--- src/design/frtc_pkg.sv ---
// Shared constants, types and status codes of the free range table.
package frtc_pkg;

  localparam int ADDR_BITS  = 16;
  localparam int MAX_RANGES = 16;
  localparam int IDX_W      = $clog2(MAX_RANGES);
  localparam int CNT_W      = $clog2(MAX_RANGES + 1);
  localparam int LEN_W      = ADDR_BITS + 1;
  localparam int SUM_W      = ADDR_BITS + 2;

  localparam logic [LEN_W-1:0] SPACE_SIZE = {1'b1, {ADDR_BITS{1'b0}}};

  typedef logic [1:0] status_t;

  localparam status_t ST_OK       = 2'd0;
  localparam status_t ST_NOT_FREE = 2'd1;
  localparam status_t ST_OVERLAP  = 2'd2;
  localparam status_t ST_FULL     = 2'd3;

  localparam logic KIND_ALLOC = 1'b0;
  localparam logic KIND_FREE  = 1'b1;

  typedef struct packed {
    logic [ADDR_BITS-1:0] start;
    logic [LEN_W-1:0]     length;
  } range_t;

  typedef struct packed {
    logic [SUM_W-1:0] ent_end;
    logic [SUM_W-1:0] req_end;
    logic             st_le_s;
    logic             st_lt_s;
    logic             fits;
    logic             at_front;
    logic             at_back;
    logic             end_gt_s;
    logic             end_eq_s;
    logic             st_lt_rend;
    logic             st_eq_rend;
  } rng_cmp_t;

endpackage

--- src/design/frtc_range_unit.sv ---
// Shared compare unit: relates one table entry to the current request span.
module frtc_range_unit import frtc_pkg::*; (
  input  range_t               ent,
  input  logic [ADDR_BITS-1:0] s,
  input  logic [LEN_W-1:0]     len,
  output rng_cmp_t             cmp
);

  logic [SUM_W-1:0] s_x;
  logic [SUM_W-1:0] st_x;

  assign s_x  = SUM_W'(s);
  assign st_x = SUM_W'(ent.start);

  always_comb begin
    cmp.ent_end    = st_x + SUM_W'(ent.length);
    cmp.req_end    = s_x + SUM_W'(len);
    cmp.st_le_s    = (ent.start <= s);
    cmp.st_lt_s    = (ent.start < s);
    cmp.fits       = (cmp.req_end <= cmp.ent_end);
    cmp.at_front   = (ent.start == s);
    cmp.at_back    = (cmp.req_end == cmp.ent_end);
    cmp.end_gt_s   = (cmp.ent_end > s_x);
    cmp.end_eq_s   = (cmp.ent_end == s_x);
    cmp.st_lt_rend = (st_x < cmp.req_end);
    cmp.st_eq_rend = (st_x == cmp.req_end);
  end

endmodule

--- config.mk ---
export PLATFORM = sky130hd
export DESIGN_NAME = frtc_range_unit
export DESIGN_NICKNAME = d
export VERILOG_FILES = /design/src/design/frtc_pkg.sv /design/src/design/frtc_range_unit.sv
export SDC_FILE = /design/constraint.sdc
export NUM_CORES = 1
export LEC_CHECK = 0
export BUFFER_PORTS_ARGS = -buffer_cell sky130_fd_sc_hd__buf_2
export CORE_MARGIN = 2
export CORE_UTILIZATION = 40
export DETAILED_ROUTE_END_ITERATION = 16
export PLACE_DENSITY = 0.74
export SETUP_SLACK_MARGIN = 0.1
export SYNTH_ARGS = -nofsm -noshare
export SYNTH_HDL_FRONTEND = slang
export SYNTH_SLANG_ARGS = --single-unit
--- constraint.sdc ---
create_clock -name vclk -period 3.76
set_clock_uncertainty 0.1 [all_clocks]
set_input_delay 0.188 -clock vclk [all_inputs]
set_output_delay 0.188 -clock vclk [all_outputs]
set_load 0.01 [all_outputs]
==> flow_metrics.tcl, run 1 <==
set metrics [dict create \
    status "finished with violations" \
    violations "setup timing" \
    path_max_fanout 3 \
    synth_seq_area_share 0 \
    hold_violations 0 \
    clkbuf_count 0 \
    yosysWarnings 0 \
    tns_ns -0.692 \
    synth_commonest_cells "92 x ha_1, 59 x inv_1, 35 x a21oi_1" \
    p_total_mw 1.36 \
    die_w_um 92.7 \
    dr.first_iter.drc_count 138 \
    synth_compound_area_frac 0.296 \
    grt_max_degree 8 \
    synth_most_common_cell "ha_1" \
    drc_errors 0 \
    die_area_um2 8600 \
    port_buffers 111 \
    slowest_delay_ns 0.35 \
    wl_per_cell_um 15.9 \
    dp_slack_ns -0.452 \
    critPathSlowestCell "fa_2" \
    avgSynthCellArea_um2 7.74 \
    finalCritPeriodShare 1.08 \
    ys_types 57 \
    ir_worst_vdd_uv 161 \
    start_util 0.410 \
    firstDrtPassIters 4 \
    synth_top_family_by_area "adder cells" \
    cp-start-kind "primary input" \
    vias 4014 \
    gp_congestion 0.932 \
    netlist_area_um2 3150 \
    criticalPathCategory "primary input to output port" \
    area_delta_synth_final_pct 66.1 \
    antenna_found_initial 0 \
    clock.fmax_ghz 0.247 \
    drive_gt1_frac 0.476 \
    ctsHoldBuffers 0 \
    drt_wl_total_um 11900 \
    power.leakage_nw 2.88 \
    synthCells 407 \
    grt_pass1_wl_um 18300 \
    slew_headroom 0.636 \
    cap_violations 0 \
    fp-row-count 32 \
    grt_util_all_layers 0.260 \
    syn-num-nets 567 \
    synth_top_cell_area_share 0.366 \
    powerDensity_nw_per_um2 261 \
    utilization 0.680 \
    synth.area.top_cells "ha_1 37%, inv_1 7.0%, a21o_1 6.9%" \
    io_pins 111 \
    diodes 0 \
    critPathTopFamily "compound AO/OA/AOI/OAI gates" \
    muxShareOfSynthArea 0.00318 \
    hpwl_um 9680 \
    synthSimpleGateAreaFrac 0.142 \
    end_kind "output port" \
    core-area_um2 7690 \
    synth_xor_area_frac 0.102 \
    post-route-min-period_ns 4.04 \
    setup_slack_ns -0.283 \
    rsz0062_at_grt "yes" \
    nFillCells 660 \
    yosys.area.top_type "ha_1" \
    seq_cell_count 0 \
    fp.dieH_um 92.7 \
    cp.buffers_inverters 3 \
    nets 809 \
    synth_fa_ha_area_frac 0.385 \
    placed_area_um2 4630 \
    setup_violations 4 \
    grt_pass1_vias 4004 \
    crit_chain "buf_8, ha_4, fa_2, a21o_1, a221oi_4, o21ai_2, and2_4, o311a_4, o21a_1, nor2_1, xor2_1, ha_1, nand4_1, nor3_2, o211ai_1, buf_4, nor4_4, o21bai_4, buf_6" \
    viasPerCell 5.36 \
    hold_ws_ns 0.600 \
    worstPathRequired_ns 3.47 \
    stdcell_count 749 \
    grt_overflow_total 0 \
    tightest_slew_ns 0.541 \
    placedCellCount 719 \
    ant_nets 0 \
    stdcell_area_um2 5230 \
    hold_path.class "primary input to output port" \
    slew_viol_final 0 \
    register_area_um2 0 \
    cp_data_arrival_time_ns 3.75 \
]
==> worst paths after layout <==
| check | startpoint | to | slack, ns | cells after the start |
|---|---|---|---|---|
| min | len[0] | cmp[9] | 0.60 | 3 |
| max | ent[17] | cmp[6] | -0.28 | 19 |
==> cells by family after synthesis <==
group	after synthesis
compound gates	134
mux	1
fa+ha+maj	96
buf+inv	60
xor+xnor	35
simple gates	81
==> area by class of cell <==
type	instances	area, um2	share of cell area
well taps	102	128	0.0244
repair buffers	241	1610	0.307
multi-input cells	347	3270	0.626
inverters	59	221	0.0423
==> layer usage <==
layer / share of wire / GRT usage
met2: 0.49 / 0.484
met4: 0.022 / 0.0441
met3: 0.055 / 0.0269
met5: 0 / 0
met1: 0.43 / 0.325
==> power by group <==
part           leakage, nW  internal, mW  switching (mW)
logic                 2.88         0.686           0.678
registers                0             0               0
clock network            0             0               0
total                 2.88         0.686           0.678
==> cell usage in the layout (no fill, tap or decap), types with 2 or more instances in the layout <==
cell / netlist / routed
ha_1: 92 / 84
nor2b_2: 0 / 2
nor2b_1: 8 / 5
o21bai_1: 4 / 3
a211oi_2: 0 / 2
xor2_1: 14 / 10
xor2_2: 1 / 4
o21ai_2: 1 / 4
buf_8: 0 / 2
inv_2: 0 / 4
nand2b_1: 4 / 4
o31ai_1: 3 / 2
or2_2: 3 / 3
o21a_1: 11 / 11
buf_4: 1 / 125
nand3_1: 6 / 6
and3_4: 0 / 2
xnor2_1: 19 / 15
a211o_1: 2 / 2
nor2_2: 0 / 2
a21oi_1: 35 / 30
buf_6: 0 / 11
nand2_1: 8 / 7
o31ai_2: 1 / 2
inv_1: 59 / 55
a21oi_2: 0 / 5
a21o_1: 29 / 29
fa_2: 0 / 2
o21ai_1: 4 / 6
nor3_1: 8 / 6
o211ai_1: 7 / 7
nor3_2: 0 / 2
nor2_1: 17 / 15
o21ai_0: 13 / 8
and2_4: 1 / 2
xnor2_2: 1 / 4
buf_2: 0 / 103
nand4_1: 14 / 14
ha_4: 0 / 7
a311oi_1: 3 / 2
==> timing repair <==
| action | CTS | global route |
|---|---|---|
| setup endpoints to repair | 5 | 6 |
| endpoints found under the hold margin | 0 | 0 |
| buffers inserted | 23 | 11 |
| pin swaps | 41 | 38 |
| resized for setup | 46 | 32 |
Note: power is estimated with default switching activity, not from simulation.
==> run 2: changes to the inputs <==
--- a/config.mk
+++ b/config.mk
@@ -6,6 +6,7 @@
 export NUM_CORES = 1
 export LEC_CHECK = 0
 export BUFFER_PORTS_ARGS = -buffer_cell sky130_fd_sc_hd__buf_2
+export CORE_ASPECT_RATIO = 0.8
 export CORE_MARGIN = 2
 export CORE_UTILIZATION = 40
 export DETAILED_ROUTE_END_ITERATION = 16
==> run 2 against run 1 <==
Against the previous run: the run still ends with setup timing left; setup slack improved by 0.042 ns; fmax rose by 1.0%; critical path depth did not move; final cell count fell by 2.3%; via count fell by 2.5%; first-iteration DRC count rose by 31%; sequential share of layout area did not move; design area fell by 2.9%; clock-buffer cell count did not move.
==> flow_metrics.tcl, run 2 (synthesized netlist as in run 1, its figures left out) <==
set metrics [dict create \
    slew_viol_final 0 \
    port_buffers 111 \
    grt_pass1_wl_um 18200 \
    gp_congestion 0.965 \
    register_area_um2 0 \
    die_w_um 103 \
    io_pins 111 \
    hold_ws_ns 0.598 \
    post-route-min-period_ns 4.00 \
    ctsHoldBuffers 0 \
    critPathSlowestCell "fa_2" \
    seq_cell_count 0 \
    area_delta_synth_final_pct 61.2 \
    drt_wl_total_um 11700 \
    hpwl_um 9800 \
    worstPathRequired_ns 3.47 \
    wl_per_cell_um 16.0 \
    grt_pass1_vias 3858 \
    powerDensity_nw_per_um2 261 \
    cp_data_arrival_time_ns 3.71 \
    placed_area_um2 4570 \
    tightest_slew_ns 0.471 \
    criticalPathCategory "primary input to output port" \
    clkbuf_count 0 \
    vias 3913 \
    status "finished with violations" \
    grt_max_degree 8 \
    critPathTopFamily "compound AO/OA/AOI/OAI gates" \
    setup_violations 4 \
    cap_violations 0 \
    nFillCells 620 \
    path_max_fanout 2 \
    tns_ns -0.490 \
    hold_violations 0 \
    layout_commonest_cell "buf_2" \
    viasPerCell 5.35 \
    die_area_um2 8600 \
    grt_util_all_layers 0.260 \
    dr.first_iter.drc_count 181 \
    diodes 0 \
    stdcell_area_um2 5080 \
    end_kind "output port" \
    violations "setup timing" \
    core-area_um2 7530 \
    finalCritPeriodShare 1.06 \
    drive_gt1_frac 0.448 \
    grt_overflow_total 0 \
    firstDrtPassIters 5 \
    fp-row-count 28 \
    p_total_mw 1.32 \
    crit_chain "buf_8, ha_4, fa_2, a21o_1, a221oi_4, o21ai_2, and2_4, o311a_4, o21a_1, nor2_1, xor2_1, ha_1, nand4_1, nor3_1, o211ai_1, o31ai_1, buf_4, o21bai_4, buf_6" \
    start_util 0.418 \
    setup_slack_ns -0.241 \
    antenna_found_initial 0 \
    layout_common_cells "104 x buf_2, 103 x buf_4, 83 x ha_1" \
    utilization 0.674 \
    hold_path.class "primary input to output port" \
    drc_errors 0 \
    slew_headroom 0.684 \
    ir_worst_vdd_uv 159 \
    nets 789 \
    cp.buffers_inverters 3 \
    clock.fmax_ghz 0.250 \
    fp.dieH_um 83.4 \
    cp-start-kind "primary input" \
    ant_nets 0 \
    rsz0062_at_grt "yes" \
    slowest_delay_ns 0.34 \
    power.leakage_nw 2.77 \
    multi_input_area_um2 3260 \
]
-- run 2: cell count changes in the layout (fill, tap and decap cells not counted), moves of 2 or more --
cell,delta
nor2b_1,+2
a21oi_2,-2
ha_4,+2
inv_2,-3
inv_1,+2
nor2b_2,-2
buf_4,-22
-- run 2: report_power, final --
part           internal (mW)  switching, mW  total [mW]
Sequential                 0              0           0
Clock                      0              0           0
Combinational          0.659          0.664        1.32
-- run 2: area by class of cell --
type	instances	area share
multi-input combinational	347	0.643
timing repair buffer	221	0.287
inverter	59	0.0441
tap	105	0.0259
-- run 2: timing repair --
item / in CTS / in global routing
buffers inserted: 18 / 5
setup endpoints to repair: 5 / 6
pin swaps: 41 / 24
resized for setup: 51 / 21
-- run 2: stage by stage --
step | worst slack [ns] | cells
final | -0.241 | 732
after global routing | -0.391 | 732
after CTS | -0.203 | 732
after detailed placement | -0.455 | 714
after global placement | -0.413 | 714
after floorplan | 0.0998 | 407
-- run 2: per-layer routing --
metal,vias to the layer above,track usage,wire length (um)
met4,0,0.0287,136
met1,1808,0.375,5510
met2,149,0.440,5410
met5,-,0,0
li1,1942,-,-
met3,14,0.00842,677
-- run 2: worst paths after layout --
path                 from     end  slack, ns  cells past startpoint
hold / removal     len[0]  cmp[9]       0.60                      3
setup / recovery  ent[17]  cmp[6]      -0.24                     19
-- run 2: tightest hold or removal path: stages --
cell,delay (ns)
buf_6,0.07
ha_4,0.13
buf_2,0.12
==> run 3: changes to the inputs <==
--- a/config.mk
+++ b/config.mk
@@ -15,3 +15,4 @@
 export SYNTH_ARGS = -nofsm -noshare
 export SYNTH_HDL_FRONTEND = slang
 export SYNTH_SLANG_ARGS = --single-unit
+export TNS_END_PERCENT = 50
==> constraint.sdc (replaced) <==
create_clock -name vclk -period 3.76
set_clock_uncertainty 0.1 [all_clocks]
set_input_delay 0.752 -clock vclk [all_inputs]
set_output_delay 0.752 -clock vclk [all_outputs]
set_load 0.01 [all_outputs]
==> run 3 against run 2 <==
Against the previous run: the run still ends with setup timing left; global-route usage up 3.2 points; total power up 19%; critical path depth down 1.
==> flow_metrics.tcl, run 3 (synthesized netlist as in run 1, its figures left out) <==
set metrics [dict create \
    status "finished with violations" \
    violations "setup timing" \
    drive_gt1_frac 0.530 \
    power.leakage_nw 3.19 \
    ant_nets 0 \
    combPwrFrac 1.000 \
    fp.dieH_um 83.4 \
    core-area_um2 7530 \
    stdcell_area_um2 5880 \
    power_switching_mw 0.748 \
    powerDensity_nw_per_um2 269 \
    hpwl_um 10500 \
    slew_headroom 0.751 \
    clock.fmax_ghz 0.190 \
    start_util 0.418 \
    register_area_um2 0 \
    ctsHoldBuffers 0 \
    grt_pass1_wl_um 20400 \
    io_pins 111 \
    tns_ns -9.14 \
    cap_violations 0 \
    cp_data_arrival_time_ns 4.41 \
    setup_violations 14 \
    grt_overflow_total 0 \
    hold_violations 0 \
    path_max_fanout 3 \
    end_kind "output port" \
    hold_path.class "primary input to output port" \
    viasPerCell 5.32 \
    clkPwrFrac 0 \
    rsz0062_at_grt "yes" \
    intPower_mw 0.832 \
    dr_wl_met3_um 866 \
    drt_wl_total_um 13300 \
    slew_viol_final 0 \
    area_delta_synth_final_pct 86.6 \
    antenna_found_initial 0 \
    seq_cell_count 0 \
    drc_errors 0 \
    layout_commonest_cell "buf_4" \
    clkbuf_count 0 \
    cp-start-kind "primary input" \
    dr.first_iter.drc_count 204 \
    grt_pass1_vias 4255 \
    layout_common_cells "171 x buf_4, 95 x buf_2, 79 x ha_1" \
    fp-row-count 28 \
    gp_congestion 0.999 \
    port_buffers 111 \
    vias 4280 \
    grt_max_degree 7 \
    tightest_slew_ns 0.370 \
    finalCritPeriodShare 1.40 \
    wl_per_cell_um 16.5 \
    grt_util_all_layers 0.292 \
    diodes 0 \
    post-route-min-period_ns 5.26 \
    die_area_um2 8600 \
    routed.top_layer "met4" \
    swShare 0.473 \
    setup_slack_ns -1.50 \
    criticalPathCategory "primary input to output port" \
    firstDrtPassIters 6 \
    worstPathRequired_ns 2.91 \
    nets 862 \
    die_w_um 103 \
    placed_area_um2 5090 \
    ir_worst_vdd_uv 180 \
    met1_length_um 5890 \
    wl_met2_um 6220 \
    p_seq_frac 0 \
]
==> run 3: layout make-up <==
type | instances | area (um2)
multi-input cells | 347 | 3430
repair buffers | 294 | 2090
fillers | 533 | 1660
inverters | 59 | 221
well taps | 105 | 131
==> run 3: power groups by stage <==
stage	Clock, mW	Sequential (mW)	Combinational, mW
2_1_floorplan	0	0	0.652
3_3_place_gp	0	0	1.25
3_5_place_dp	0	0	1.29
4_1_cts	0	0	1.45
5_1_grt	0	0	1.71
6_report	0	0	1.58
==> run 3: final timing paths <==
kind | from | endpoint | slack, ns | cells past startpoint
setup / recovery | ent[17] | cmp[6] | -1.50 | 18
hold / removal | s[0] | cmp[9] | 1.73 | 3
==> run 3: metrics by stage <==
step	setup WS, ns	hold WS, ns	cells	utilization	total power [mW]
after floorplan	-1.03	1.51	407	-	0.652
after global placement	-1.52	1.74	784	0.676	1.25
after detailed placement	-1.55	1.75	784	0.676	1.29
after CTS	-1.31	1.73	798	0.747	1.45
after global routing	-1.66	1.74	805	0.780	1.71
final	-1.50	1.73	805	0.780	1.58
==> run 3: per-layer routing <==
metal  track usage  vias up
met5             0        -
met4        0.0502        0
met3        0.0261       32
met2         0.497      182
met1         0.400     1974
li1              -     2092
==> run 3: critical path: stages <==
cell,delay (ns)
buf_8,0.10
ha_4,0.15
fa_2,0.33
a21o_1,0.20
a221oi_4,0.32
o21ai_2,0.14
and2_4,0.19
o311a_4,0.31
o21a_1,0.19
nor2_1,0.11
xor2_1,0.10
ha_1,0.34
nand4_1,0.21
nor3_2,0.22
o211ai_1,0.20
nor4_2,0.25
o21bai_4,0.19
buf_6,0.11
==> run 3: what timing repair did <==
action	CTS	global route
endpoints found under the setup margin	25	26
buffers inserted	16	11
gates resized for setup	84	37
pin swaps	50	25
hold endpoints to repair	0	0
